[config.mk]
export PLATFORM = sky130hd
export DESIGN_NAME = token_class_recognizer
export DESIGN_NICKNAME = d
export VERILOG_FILES = /design/src/hdl/tcr_pkg.sv /design/src/hdl/token_class_recognizer.sv
export SDC_FILE = /design/constraint.sdc
export NUM_CORES = 1
export LEC_CHECK = 0
export ABC_AREA = 1
export BUFFER_PORTS_ARGS = -buffer_cell sky130_fd_sc_hd__buf_2
export CAP_MARGIN = 20
export CORE_MARGIN = 5
export CORE_UTILIZATION = 54
export DETAILED_ROUTE_END_ITERATION = 10
export GPL_TIMING_DRIVEN = 0
export HOLD_SLACK_MARGIN = 0.08
export MAX_ROUTING_LAYER = met4
export PLACE_DENSITY = 0.83
export SLEW_MARGIN = 25
export SYNTH_ARGS = -nofsm -noshare
export SYNTH_HDL_FRONTEND = slang
export SYNTH_SLANG_ARGS = --single-unit
[constraint.sdc]
create_clock -name clk -period 6.3 [get_ports clk]
set_clock_uncertainty 0.1 [all_clocks]
set_input_delay 0.945 -clock clk [delete_from_list [all_inputs] [get_ports clk]]
set_output_delay 0.945 -clock clk [all_outputs]
set_load 0.005 [all_outputs]
[src/hdl/tcr_pkg.sv]
package tcr_pkg;

  // Default maximum token length in bytes
  localparam int unsigned MAX_TOKEN_LEN_DEF = 1024;

  // Result field widths
  localparam int unsigned CLASS_W = 2;
  localparam int unsigned LEN_W   = 11;

  // Character codes used by the recognizers
  localparam logic [7:0] CH_NUL    = 8'd0;
  localparam logic [7:0] CH_SPACE  = 8'd32;
  localparam logic [7:0] CH_HASH   = 8'd35;
  localparam logic [7:0] CH_LPAREN = 8'd40;
  localparam logic [7:0] CH_RPAREN = 8'd41;
  localparam logic [7:0] CH_PLUS   = 8'd43;
  localparam logic [7:0] CH_BAR    = 8'd124;

  typedef enum logic [CLASS_W-1:0] {
    CLS_NONE = 2'd0,
    CLS_FP   = 2'd1,
    CLS_STR  = 2'd2,
    CLS_INT  = 2'd3
  } tok_class_t;

  typedef enum logic [2:0] {
    FP_START = 3'd0,
    FP_INT1  = 3'd1,
    FP_CLOSE = 3'd2,
    FP_OPEN  = 3'd3,
    FP_INT2  = 3'd4,
    FP_DEAD  = 3'd5
  } fp_state_t;

  typedef enum logic [1:0] {
    STR_START = 2'd0,
    STR_BODY  = 2'd1,
    STR_DONE  = 2'd2,
    STR_DEAD  = 2'd3
  } str_state_t;

  typedef enum logic [1:0] {
    INT_START = 2'd0,
    INT_HASH  = 2'd1,
    INT_BODY  = 2'd2,
    INT_DEAD  = 2'd3
  } int_state_t;

  // Input word
  typedef struct packed {
    logic [7:0] in_byte;
    logic       end_of_input;
  } in_word_t;

  // Result word
  typedef struct packed {
    logic [CLASS_W-1:0] token_class;
    logic [LEN_W-1:0]   token_length;
  } out_word_t;

  // Character classes
  function automatic logic is_digit(input logic [7:0] c);
    return (c >= 8'd48) && (c <= 8'd57);
  endfunction

  function automatic logic is_upper(input logic [7:0] c);
    return (c >= 8'd65) && (c <= 8'd90);
  endfunction

  function automatic logic is_space(input logic [7:0] c);
    return ((c >= 8'd9) && (c <= 8'd13)) || (c == CH_SPACE);
  endfunction

  // '0'-'9', 'r'-'w', 'R'-'W'
  function automatic logic is_int_body(input logic [7:0] c);
    return is_digit(c) || ((c >= 8'd114) && (c <= 8'd119)) ||
           ((c >= 8'd82) && (c <= 8'd87));
  endfunction

endpackage

[src/hdl/token_class_recognizer.sv]
// Channel  | ports                        | word
// ---------+------------------------------+-------------------------------------
// input    | in_valid, in_ready, in_data  | in_byte[7:0], end_of_input
// result   | out_valid, out_ready, out_data | token_class[1:0], token_length[10:0]
//
// One byte is taken per cycle while in_ready is high; the three recognizer
// automata and the length counter step in the cycle the byte is accepted, and a
// completed token is registered (output register, or skid entry on a stall).
// Results pass through an output register plus a one-entry skid buffer, so
// input keeps flowing while the result side stalls until a second token
// completes; in_ready drops only while the skid entry is occupied.
// Reset (rst_n low, synchronous) returns all automata to their start state
// and empties both result entries.
module token_class_recognizer
  import tcr_pkg::*;
#(
  parameter int unsigned MAX_TOKEN_LEN = MAX_TOKEN_LEN_DEF
) (
  input  logic      clk,
  input  logic      rst_n,
  input  logic      in_valid,
  output logic      in_ready,
  input  in_word_t  in_data,
  output logic      out_valid,
  input  logic      out_ready,
  output out_word_t out_data
);

  localparam int unsigned CNT_W = $clog2(MAX_TOKEN_LEN + 1);
  localparam logic [CNT_W-1:0] CNT_MAX = CNT_W'(MAX_TOKEN_LEN);

  // token state
  fp_state_t        fp_r,   fp_nxt;
  str_state_t       str_r,  str_nxt;
  int_state_t       int_r,  int_nxt;
  logic [CNT_W-1:0] cnt_r,  cnt_nxt;
  logic             zero_r, zero_nxt;

  // result buffers
  logic      out_valid_r, skid_valid_r;
  out_word_t out_r, skid_r;

  logic       in_fire;
  logic       res_valid;
  out_word_t  res_word;
  logic [7:0] c;
  logic       zero_now;
  logic       match_en;
  fp_state_t  fp_step;
  str_state_t str_step;
  int_state_t int_step;
  tok_class_t cls;
  logic [CNT_W-1:0] cnt_inc;
  logic [CNT_W-1:0] emit_len;
  logic [31:0]      emit_len_w;

  assign in_ready  = !skid_valid_r;
  assign in_fire   = in_valid && in_ready;
  assign out_valid = out_valid_r;
  assign out_data  = out_r;

  assign c        = in_data.in_byte;
  assign zero_now = zero_r || (c == CH_NUL);
  assign match_en = !zero_now;
  assign cnt_inc  = cnt_r + 1'b1;

  // FP automaton step
  always_comb begin
    case (fp_r)
      FP_START: fp_step = is_digit(c) ? FP_INT1 : FP_DEAD;
      FP_INT1: begin
        if (is_digit(c))          fp_step = FP_INT1;
        else if (c == CH_RPAREN)  fp_step = FP_CLOSE;
        else                      fp_step = FP_DEAD;
      end
      FP_CLOSE: fp_step = (c == CH_LPAREN) ? FP_OPEN : FP_DEAD;
      FP_OPEN,
      FP_INT2:  fp_step = is_digit(c) ? FP_INT2 : FP_DEAD;
      default:  fp_step = FP_DEAD;
    endcase
  end

  // STR automaton step
  always_comb begin
    case (str_r)
      STR_START: str_step = (c == CH_BAR) ? STR_BODY : STR_DEAD;
      STR_BODY: begin
        if (is_upper(c) || is_digit(c)) str_step = STR_BODY;
        else if (c == CH_PLUS)          str_step = STR_DONE;
        else                            str_step = STR_DEAD;
      end
      default: str_step = STR_DEAD;
    endcase
  end

  // INT automaton step
  always_comb begin
    case (int_r)
      INT_START: int_step = (c == CH_HASH) ? INT_HASH : INT_DEAD;
      INT_HASH,
      INT_BODY:  int_step = is_int_body(c) ? INT_BODY : INT_DEAD;
      default:   int_step = INT_DEAD;
    endcase
  end

  // next token state and result
  always_comb begin
    fp_nxt    = fp_r;
    str_nxt   = str_r;
    int_nxt   = int_r;
    cnt_nxt   = cnt_r;
    zero_nxt  = zero_r;
    res_valid = 1'b0;
    emit_len  = cnt_r;
    if (in_fire) begin
      if (in_data.end_of_input || is_space(c)) begin
        // delimiter: finish pending token, if any; automata hold their
        // state here so the class reflects the bytes seen so far, and the
        // state registers clear on the completed token
        res_valid = (cnt_r != '0);
      end else begin
        if (match_en) begin
          fp_nxt  = fp_step;
          str_nxt = str_step;
          int_nxt = int_step;
        end
        zero_nxt = zero_now;
        cnt_nxt  = cnt_inc;
        emit_len = cnt_inc;
        // token reaches maximum length
        if (cnt_inc >= CNT_MAX) begin
          res_valid = 1'b1;
        end
      end
    end
  end

  // classify from the post-step automata, priority FP, STR, INT
  always_comb begin
    if (fp_nxt == FP_INT2)         cls = CLS_FP;
    else if (str_nxt == STR_DONE)  cls = CLS_STR;
    else if (int_nxt == INT_BODY)  cls = CLS_INT;
    else                           cls = CLS_NONE;
  end

  assign emit_len_w            = 32'(emit_len);
  assign res_word.token_class  = cls;
  assign res_word.token_length = emit_len_w[LEN_W-1:0];

  // token state registers
  always_ff @(posedge clk) begin
    if (!rst_n) begin
      fp_r   <= FP_START;
      str_r  <= STR_START;
      int_r  <= INT_START;
      cnt_r  <= '0;
      zero_r <= 1'b0;
    end else begin
      // a completed token clears the automata for the next byte
      if (res_valid) begin
        fp_r   <= FP_START;
        str_r  <= STR_START;
        int_r  <= INT_START;
        cnt_r  <= '0;
        zero_r <= 1'b0;
      end else begin
        fp_r   <= fp_nxt;
        str_r  <= str_nxt;
        int_r  <= int_nxt;
        cnt_r  <= cnt_nxt;
        zero_r <= zero_nxt;
      end
    end
  end

  // output register and skid entry
  always_ff @(posedge clk) begin
    if (!rst_n) begin
      out_valid_r  <= 1'b0;
      skid_valid_r <= 1'b0;
    end else if (out_valid_r && !out_ready) begin
      // output stalled: park new word in skid
      if (res_valid) begin
        skid_valid_r <= 1'b1;
      end
    end else if (skid_valid_r) begin
      out_valid_r  <= 1'b1;
      skid_valid_r <= res_valid;
    end else begin
      out_valid_r <= res_valid;
    end
  end

  always_ff @(posedge clk) begin
    if (out_valid_r && !out_ready) begin
      if (res_valid) begin
        skid_r <= res_word;
      end
    end else if (skid_valid_r) begin
      out_r <= skid_r;
      if (res_valid) begin
        skid_r <= res_word;
      end
    end else if (res_valid) begin
      out_r <= res_word;
    end
  end

`ifndef SYNTHESIS
  // skid entry only fills behind a held output word
  a_skid_behind_out: assert property (@(posedge clk) disable iff (!rst_n)
    skid_valid_r |-> out_valid_r)
    else $error("skid entry valid with empty output register");

  // pending length never reaches the maximum
  a_cnt_below_max: assert property (@(posedge clk) disable iff (!rst_n)
    cnt_r < CNT_MAX)
    else $error("pending token length reached maximum");

  // a zero byte is only ever recorded inside a pending token
  a_zero_in_token: assert property (@(posedge clk) disable iff (!rst_n)
    zero_r |-> (cnt_r != '0))
    else $error("zero-byte flag set with no pending token");

  // FP and STR accept disjoint first characters
  a_fp_str_exclusive: assert property (@(posedge clk) disable iff (!rst_n)
    !((fp_r == FP_INT2) && (str_r == STR_DONE)))
    else $error("FP and STR both accepting");

  // end marker always leaves automata at start
  a_end_clears: assert property (@(posedge clk) disable iff (!rst_n)
    (in_fire && in_data.end_of_input) |=> (cnt_r == '0) && (fp_r == FP_START))
    else $error("end marker did not clear token state");
`endif

endmodule
==> impl_metrics.csv, run 1 <==
group,metric,value,unit
synthesis,synth_area,0.00248,mm^2
clock_network,cts_made_buffers,5,
synthesis,synth.area.mux_share,0,%
timing,hold-worst-slack,0.366,ns
timing,rsz0062_at_grt,"false",
clock_network,tritoncts,"yes",
route,drcViolationCount,0,
timing,fmax,373,MHz
synthesis,synth-compound-area-share,7.07,%
power_and_ir_drop,total_leakage_power,1.19,nW
synthesis,async_reset_ff_share,0,%
route,drt-total-wl,4990,um
floorplanning,die_w,77.8,um
floorplanning,die_area,0.00605,mm^2
clock_network,clock_path_buffers,2,
timing,slew_violations,0,
critical_path,cp_cell_sequence,"buf_2 > nor2_4 > nand2_1 > nand3_1 > nand3_4 > inv_6 > o21ai_4 > a21oi_2",
clock_network,cts_setup_buffers,0,
route,post_drt_wl_per_cell,12.8,um
clock_network,root_buffer,"clkbuf_8",
floorplanning,die_h,77.8,um
cells_and_area,nFillCells,385,
synthesis,synthSimpleGateAreaFrac,30.8,%
global_routing,track_usage,17.8,%
cells_and_area,final_area,0.00278,mm^2
synthesis,syn_inst,302,
synthesis,synth-edff-count,26,
route,postRouteAntennaNets,0,
clock_network,clock-sinks,47,
global_routing,grt_pass1_wl,8470,um
critical_path,worstPathArrival,2.52,ns
critical_path,cp_slowest_cell,"a21oi_2",
cells_and_area,syn2layout_area_growth,12.1,%
synthesis,synthFlopType,"edfxtp_1",
cells_and_area,fin_nets,353,
critical_path,worstPathRequired,6.14,ns
critical_path,cp_max_fo,13,
global_routing,grt_antenna_before_repair,0,
synthesis,synthDominantCellAreaShare,31.5,%
global_routing,grt_max_degree,17,
synthesis,synth_commonest_cells,"nand2_1, nor2_1, inv_1, edfxtp_1, dfxtp_1",
synthesis,synthDistinctLibCells,35,
synthesis,synth_area_leaders,"edfxtp_1, dfxtp_1, nand2_1, nor2_1, inv_1",
timing,period_share,42.5,%
synthesis,yosys.area.top_type,"edfxtp_1",
power_and_ir_drop,p_int,0.000440,W
global_routing,grt_remaining_overflow,0,
timing,tightest_slew,0.723,ns
floorplanning,pin_count,28,
placed_design,port_buffers,27,
critical_path,cp-end-kind,"flip-flop",
run_status,outcome,"finished clean",
clock_network,cts_hold_buf,0,
synthesis,synthMostInstantiatedCell,"nand2_1",
clock_network,clk_latency,0.31,ns
hold_path,holdCritPathClass,"flip-flop to flip-flop",
power_and_ir_drop,seq_power_share,56.2,%
cells_and_area,multi_input_area,0.00110,mm^2
critical_path,worst-path-buf-inv,2,
clock_network,post_cts_resized,0,
placed_design,globalplace.congestion,0.889,
cells_and_area,seqCellArea,0.00120,mm^2
timing,setup_viol,0,
placed_design,placed_area,0.00268,mm^2
critical_path,critPathTopFamily,"compound AO/OA/AOI/OAI gates",
floorplanning,core,0.00441,mm^2
synthesis,synthAdderAreaFrac,2.02,%
synthesis,ys_ff_latch,47,
cells_and_area,drive_above_1_share,19.6,%
critical_path,start_kind,"input pin",
power_and_ir_drop,p_per_area,217,mW/mm^2
power_and_ir_drop,vdd_drop_max,0.0000872,V
clock_network,path_clk_slew,0.09,ns
synthesis,avgSynthCellArea,8.21,um^2
timing,setup-tns-final,0,ns
synthesis,ys_seq_area_share,48.5,%
power_and_ir_drop,swShare,27.0,%
cells_and_area,n_antenna_cell,0,
route,num_vias,2040,
cells_and_area,fin_util,62.9,%
floorplanning,initial_core_util,56.2,%
critical_path,worstSetupPathType,"input pin to flip-flop",
critical_path,cpPeakStageDelay,0.60,ns
power_and_ir_drop,p_sw,0.000163,W
power_and_ir_drop,combPwrFrac,12.9,%
timing,final_hold_viol_count,0,
global_routing,grt_pass1_vias,1961,
clock_network,htree_levels,2,
timing,layout_min_cycle_time,2.68,ns
route,drtIter0Drc,173,
route,via_per_inst,5.24,
run,max-cap-violations,0,
power_and_ir_drop,pwr-share-clk,31.0,%
synthesis,synth_xor_area_share,4.14,%
timing,relSlewSlack,51.8,%
synthesis,synth_top_family_by_area,"simple AND/OR/NAND/NOR gates",
route,firstDrtPassIters,4,
synthesis,syn_nets,319,
placed_design,dpl.hpwl,3800,um
floorplanning,rows,24,
synthesis,ys_warn_count,0,
worst paths after layout:
check	start	to	slack, ns	cells after the start
worst max-delay path	in_data[2]	out_data[12]	3.62	8
worst min register to register	zero_r	zero_r	0.37	2
worst min-delay path	zero_r	zero_r	0.37	2
worst max register to register	cnt_r[3]	out_data[12]	3.82	9
power groups by stage:
stage | registers, W | clock network [W] | logic, W
2_1_floorplan | 0.000346 | 0 | 0.0000509
3_3_place_gp | 0.000346 | 0 | 0.0000739
3_5_place_dp | 0.000346 | 0 | 0.0000768
5_1_grt | 0.000340 | 0.000203 | 0.0000877
4_1_cts | 0.000339 | 0.000188 | 0.0000772
6_report | 0.000339 | 0.000187 | 0.0000776
layout by cell type (no fill, tap or decap), drive strengths merged:
cell and n:
edfxtp 26, clkbuf 7, nor2b 1, nor4 2, inv 44, or2 2, nand4 8, o21ai 17
ha 4, clkinvlp 2, nand3 14, a21oi 11, nand2 82, buf 28, dfxtp 21, xnor2 1
o21bai 1, nor3 6, xor2 9, a31oi 2, nor2 49
registers in the layout, indices dropped and copies added, names as in the netlist:
name and flops:
int_r 2, skid_valid_r 1, cnt_r 11, out_data 13, zero_r 1, skid_r 13, out_valid 1, fp_r 3
str_r 2
metal layers:
layer  wire length [um]  GRT usage [%]  vias to the layer above
met5                  0              -                        -
met4                 91           7.39                        0
met3                268           3.47                        8
met2               2430           29.0                       57
met1               2190           21.6                      938
li1                   -              -                     1037
worst min-delay path, cell delays in order, from the launching register on:
cell     delay (ns)
dfxtp_1        0.32
inv_1          0.05
a21oi_1        0.05
cell type report:
class / instances / area share, %
sequential: 47 / 43.2
inverter: 43 / 5.99
multi-input combinational: 209 / 39.5
timing repair buffer: 27 / 4.86
clock inverter: 3 / 0.856
buffer: 3 / 0.676
tap: 52 / 2.34
clock buffer: 5 / 2.48
stage by stage:
stage / cells / power [W] / worst slack, ns
after detailed placement: 381 / 0.000423 / 3.07
after global placement: 381 / 0.000420 / 2.99
after CTS: 389 / 0.000604 / 3.38
final: 389 / 0.000603 / 3.62
after floorplan: 302 / 0.000397 / 3.47
after global routing: 389 / 0.000631 / 3.45
cells by family (layout without fill, tap and decap cells):
family | Yosys count | after routing
XOR/XNOR | 10 | 10
buffers and inverters | 46 | 81
AO/OA/AOI/OAI | 31 | 31
flip-flops | 47 | 47
AND/OR/NAND/NOR | 164 | 164
adder cells (fa/ha/maj) | 4 | 4
Note: power is estimated with default switching activity, not from simulation.
==> run 2: changes to the inputs <==
--- a/config.mk
+++ b/config.mk
@@ -9,7 +9,7 @@
 export BUFFER_PORTS_ARGS = -buffer_cell sky130_fd_sc_hd__buf_2
 export CAP_MARGIN = 20
 export CORE_MARGIN = 5
-export CORE_UTILIZATION = 54
+export CORE_UTILIZATION = 52
 export DETAILED_ROUTE_END_ITERATION = 10
 export GPL_TIMING_DRIVEN = 0
 export HOLD_SLACK_MARGIN = 0.08
==> constraint.sdc (replaced) <==
create_clock -name clk -period 2.2 [get_ports clk]
set_clock_uncertainty 0.1 [all_clocks]
set_input_delay 0.33 -clock clk [delete_from_list [all_inputs] [get_ports clk]]
set_output_delay 0.33 -clock clk [all_outputs]
set_load 0.005 [all_outputs]
==> impl_metrics.csv, run 2 (synthesis results as in run 1) <==
group,metric,value,unit
run_status,outcome,"finished clean",
floorplanning,die_w,79.0,um
clock_network,cts_hold_buf,0,
run,max-cap-violations,0,
power_and_ir_drop,vdd_drop_max,0.000295,V
route,drtIter0Drc,66,
floorplanning,pin_count,28,
power_and_ir_drop,seq_power_share,53.2,%
floorplanning,rows,25,
critical_path,cp_cell_sequence,"nand2_2 > inv_1 > nand4_1 > nor2_1 > nand3_1 > xor2_1 > nand2_1 > o21ai_4 > a21oi_4 > buf_12",
critical_path,cp-end-kind,"flip-flop",
global_routing,track_usage,16.8,%
clock_network,htree_levels,2,
route,num_vias,1953,
global_routing,grt_antenna_before_repair,0,
route,postRouteAntennaNets,0,
critical_path,worstPathRequired,2.11,ns
clock_network,tritoncts,"yes",
floorplanning,core,0.00466,mm^2
floorplanning,initial_core_util,53.2,%
timing,slew_violations,0,
timing,tightest_slew,0.436,ns
clock_network,path_clk_slew,0.09,ns
cells_and_area,fin_nets,355,
timing,relSlewSlack,70.6,%
route,highest-signal-layer,"met4",
cells_and_area,multi_input_area,0.00111,mm^2
cells_and_area,drive_above_1_share,20.4,%
global_routing,grt_max_degree,16,
timing,layout_setup_ws,0.142,ns
cells_and_area,n_antenna_cell,0,
cells_and_area,seqCellArea,0.00120,mm^2
power_and_ir_drop,p_sw,0.000443,W
timing,fmax,486,MHz
critical_path,worstPathArrival,1.97,ns
power_and_ir_drop,combPwrFrac,12.6,%
critical_path,cpPeakStageDelay,0.41,ns
timing,period_share,93.6,%
power_and_ir_drop,p_int,0.00138,W
critical_path,cp_max_fo,13,
cells_and_area,layout_commonest_cell,"nand2_1",
critical_path,cp_slowest_cell,"dfxtp_1",
clock_network,root_buffer,"clkbuf_8",
timing,rsz0062_at_grt,"false",
cells_and_area,final_cell_mix,"nand2_1, nor2_1, inv_1, buf_2, edfxtp_1",
timing,setup_viol,0,
power_and_ir_drop,p_per_area,638,mW/mm^2
cells_and_area,nFillCells,389,
route,firstDrtPassIters,4,
placed_design,port_buffers,27,
floorplanning,die_h,79.0,um
clock_network,clock-sinks,47,
cells_and_area,fin_util,61.3,%
power_and_ir_drop,total_leakage_power,1.23,nW
route,post_drt_wl_per_cell,11.9,um
power_and_ir_drop,pwr-share-clk,34.2,%
route,drcViolationCount,0,
placed_design,pre_cts_slack,-0.185,ns
timing,final_hold_viol_count,0,
hold_path,holdCritPathClass,"input pin to flip-flop",
global_routing,grt_remaining_overflow,0,
global_routing,grt_pass1_vias,1867,
floorplanning,die_area,0.00625,mm^2
placed_design,dpl.hpwl,3610,um
cells_and_area,syn2layout_area_growth,15.3,%
clock_network,clock_path_buffers,2,
power_and_ir_drop,swShare,24.3,%
route,drt-total-wl,4690,um
timing,layout_min_cycle_time,2.06,ns
route,route.met3.wl,203,um
placed_design,globalplace.congestion,0.866,
route,via_per_inst,4.97,
critical_path,start_kind,"flip-flop",
route,met2RoutedLength,2210,um
critical_path,worstSetupPathType,"flip-flop to flip-flop",
route,wl_met1,2220,um
global_routing,grt_pass1_wl,8200,um
clock_network,clk_latency,0.30,ns
clock_network,cts_made_buffers,5,
-- run 2: cell type report --
cell class	instances	area share, %
Clock inverter	3	1.53
Sequential cell	47	42.0
Timing Repair Buffer	29	6.13
Clock buffer	5	2.41
Multi-Input combinational cell	209	39.0
Buffer	3	0.657
Inverter	43	5.91
Tap cell	54	2.36
-- run 2: critical path, delay by kind of cell (launching register included) --
kind	cells	cell delay (ns)
xor+xnor	1	0.16
flops	1	0.41
simple gates	5	0.56
compound gates	2	0.31
buf+inv	2	0.23
-- run 2: power groups by stage --
stage / Combinational (W) / Clock, W / Sequential, W
finish: 0.000229 / 0.000623 / 0.000970
CTS: 0.000229 / 0.000635 / 0.000970
global route: 0.000264 / 0.000678 / 0.000972
detailed placement: 0.000219 / 0 / 0.000990
floorplan: 0.000147 / 0 / 0.000991
global placement: 0.000212 / 0 / 0.000990
-- run 2: metal layers --
layer	GRT usage (%)	vias up
met5	-	-
met3	3.29	6
li1	-	1040
met1	20.9	866
met4	5.67	0
met2	27.5	41
-- run 2: final timing paths --
path	from	to	slack, ns	depth (start not counted)
setup / recovery	cnt_r[3]	out_data[7]	0.14	10
setup reg to reg	cnt_r[3]	out_data[7]	0.14	10
hold reg to reg	zero_r	zero_r	0.35	2
hold / removal	rst_n	out_valid	0.20	3
-- run 2: timing repair --
action,CTS,global route
endpoints found under the setup margin,26,33
pin swaps,1,1
buffers inserted,1,1
resized for setup,2,2
-- run 2: per-stage QoR --
step                cell area (um^2)  std cells  hold slack [ns]  power [W]  setup TNS (ns)
floorplan                       2480        302            0.326    0.00114               0
global placement                2690        383            0.337    0.00120           -3.12
detailed placement              2690        383            0.341    0.00121           -4.35
CTS                             2830        392            0.194    0.00183               0
global route                    2860        393            0.206    0.00191               0
finish                          2860        393            0.203    0.00182               0
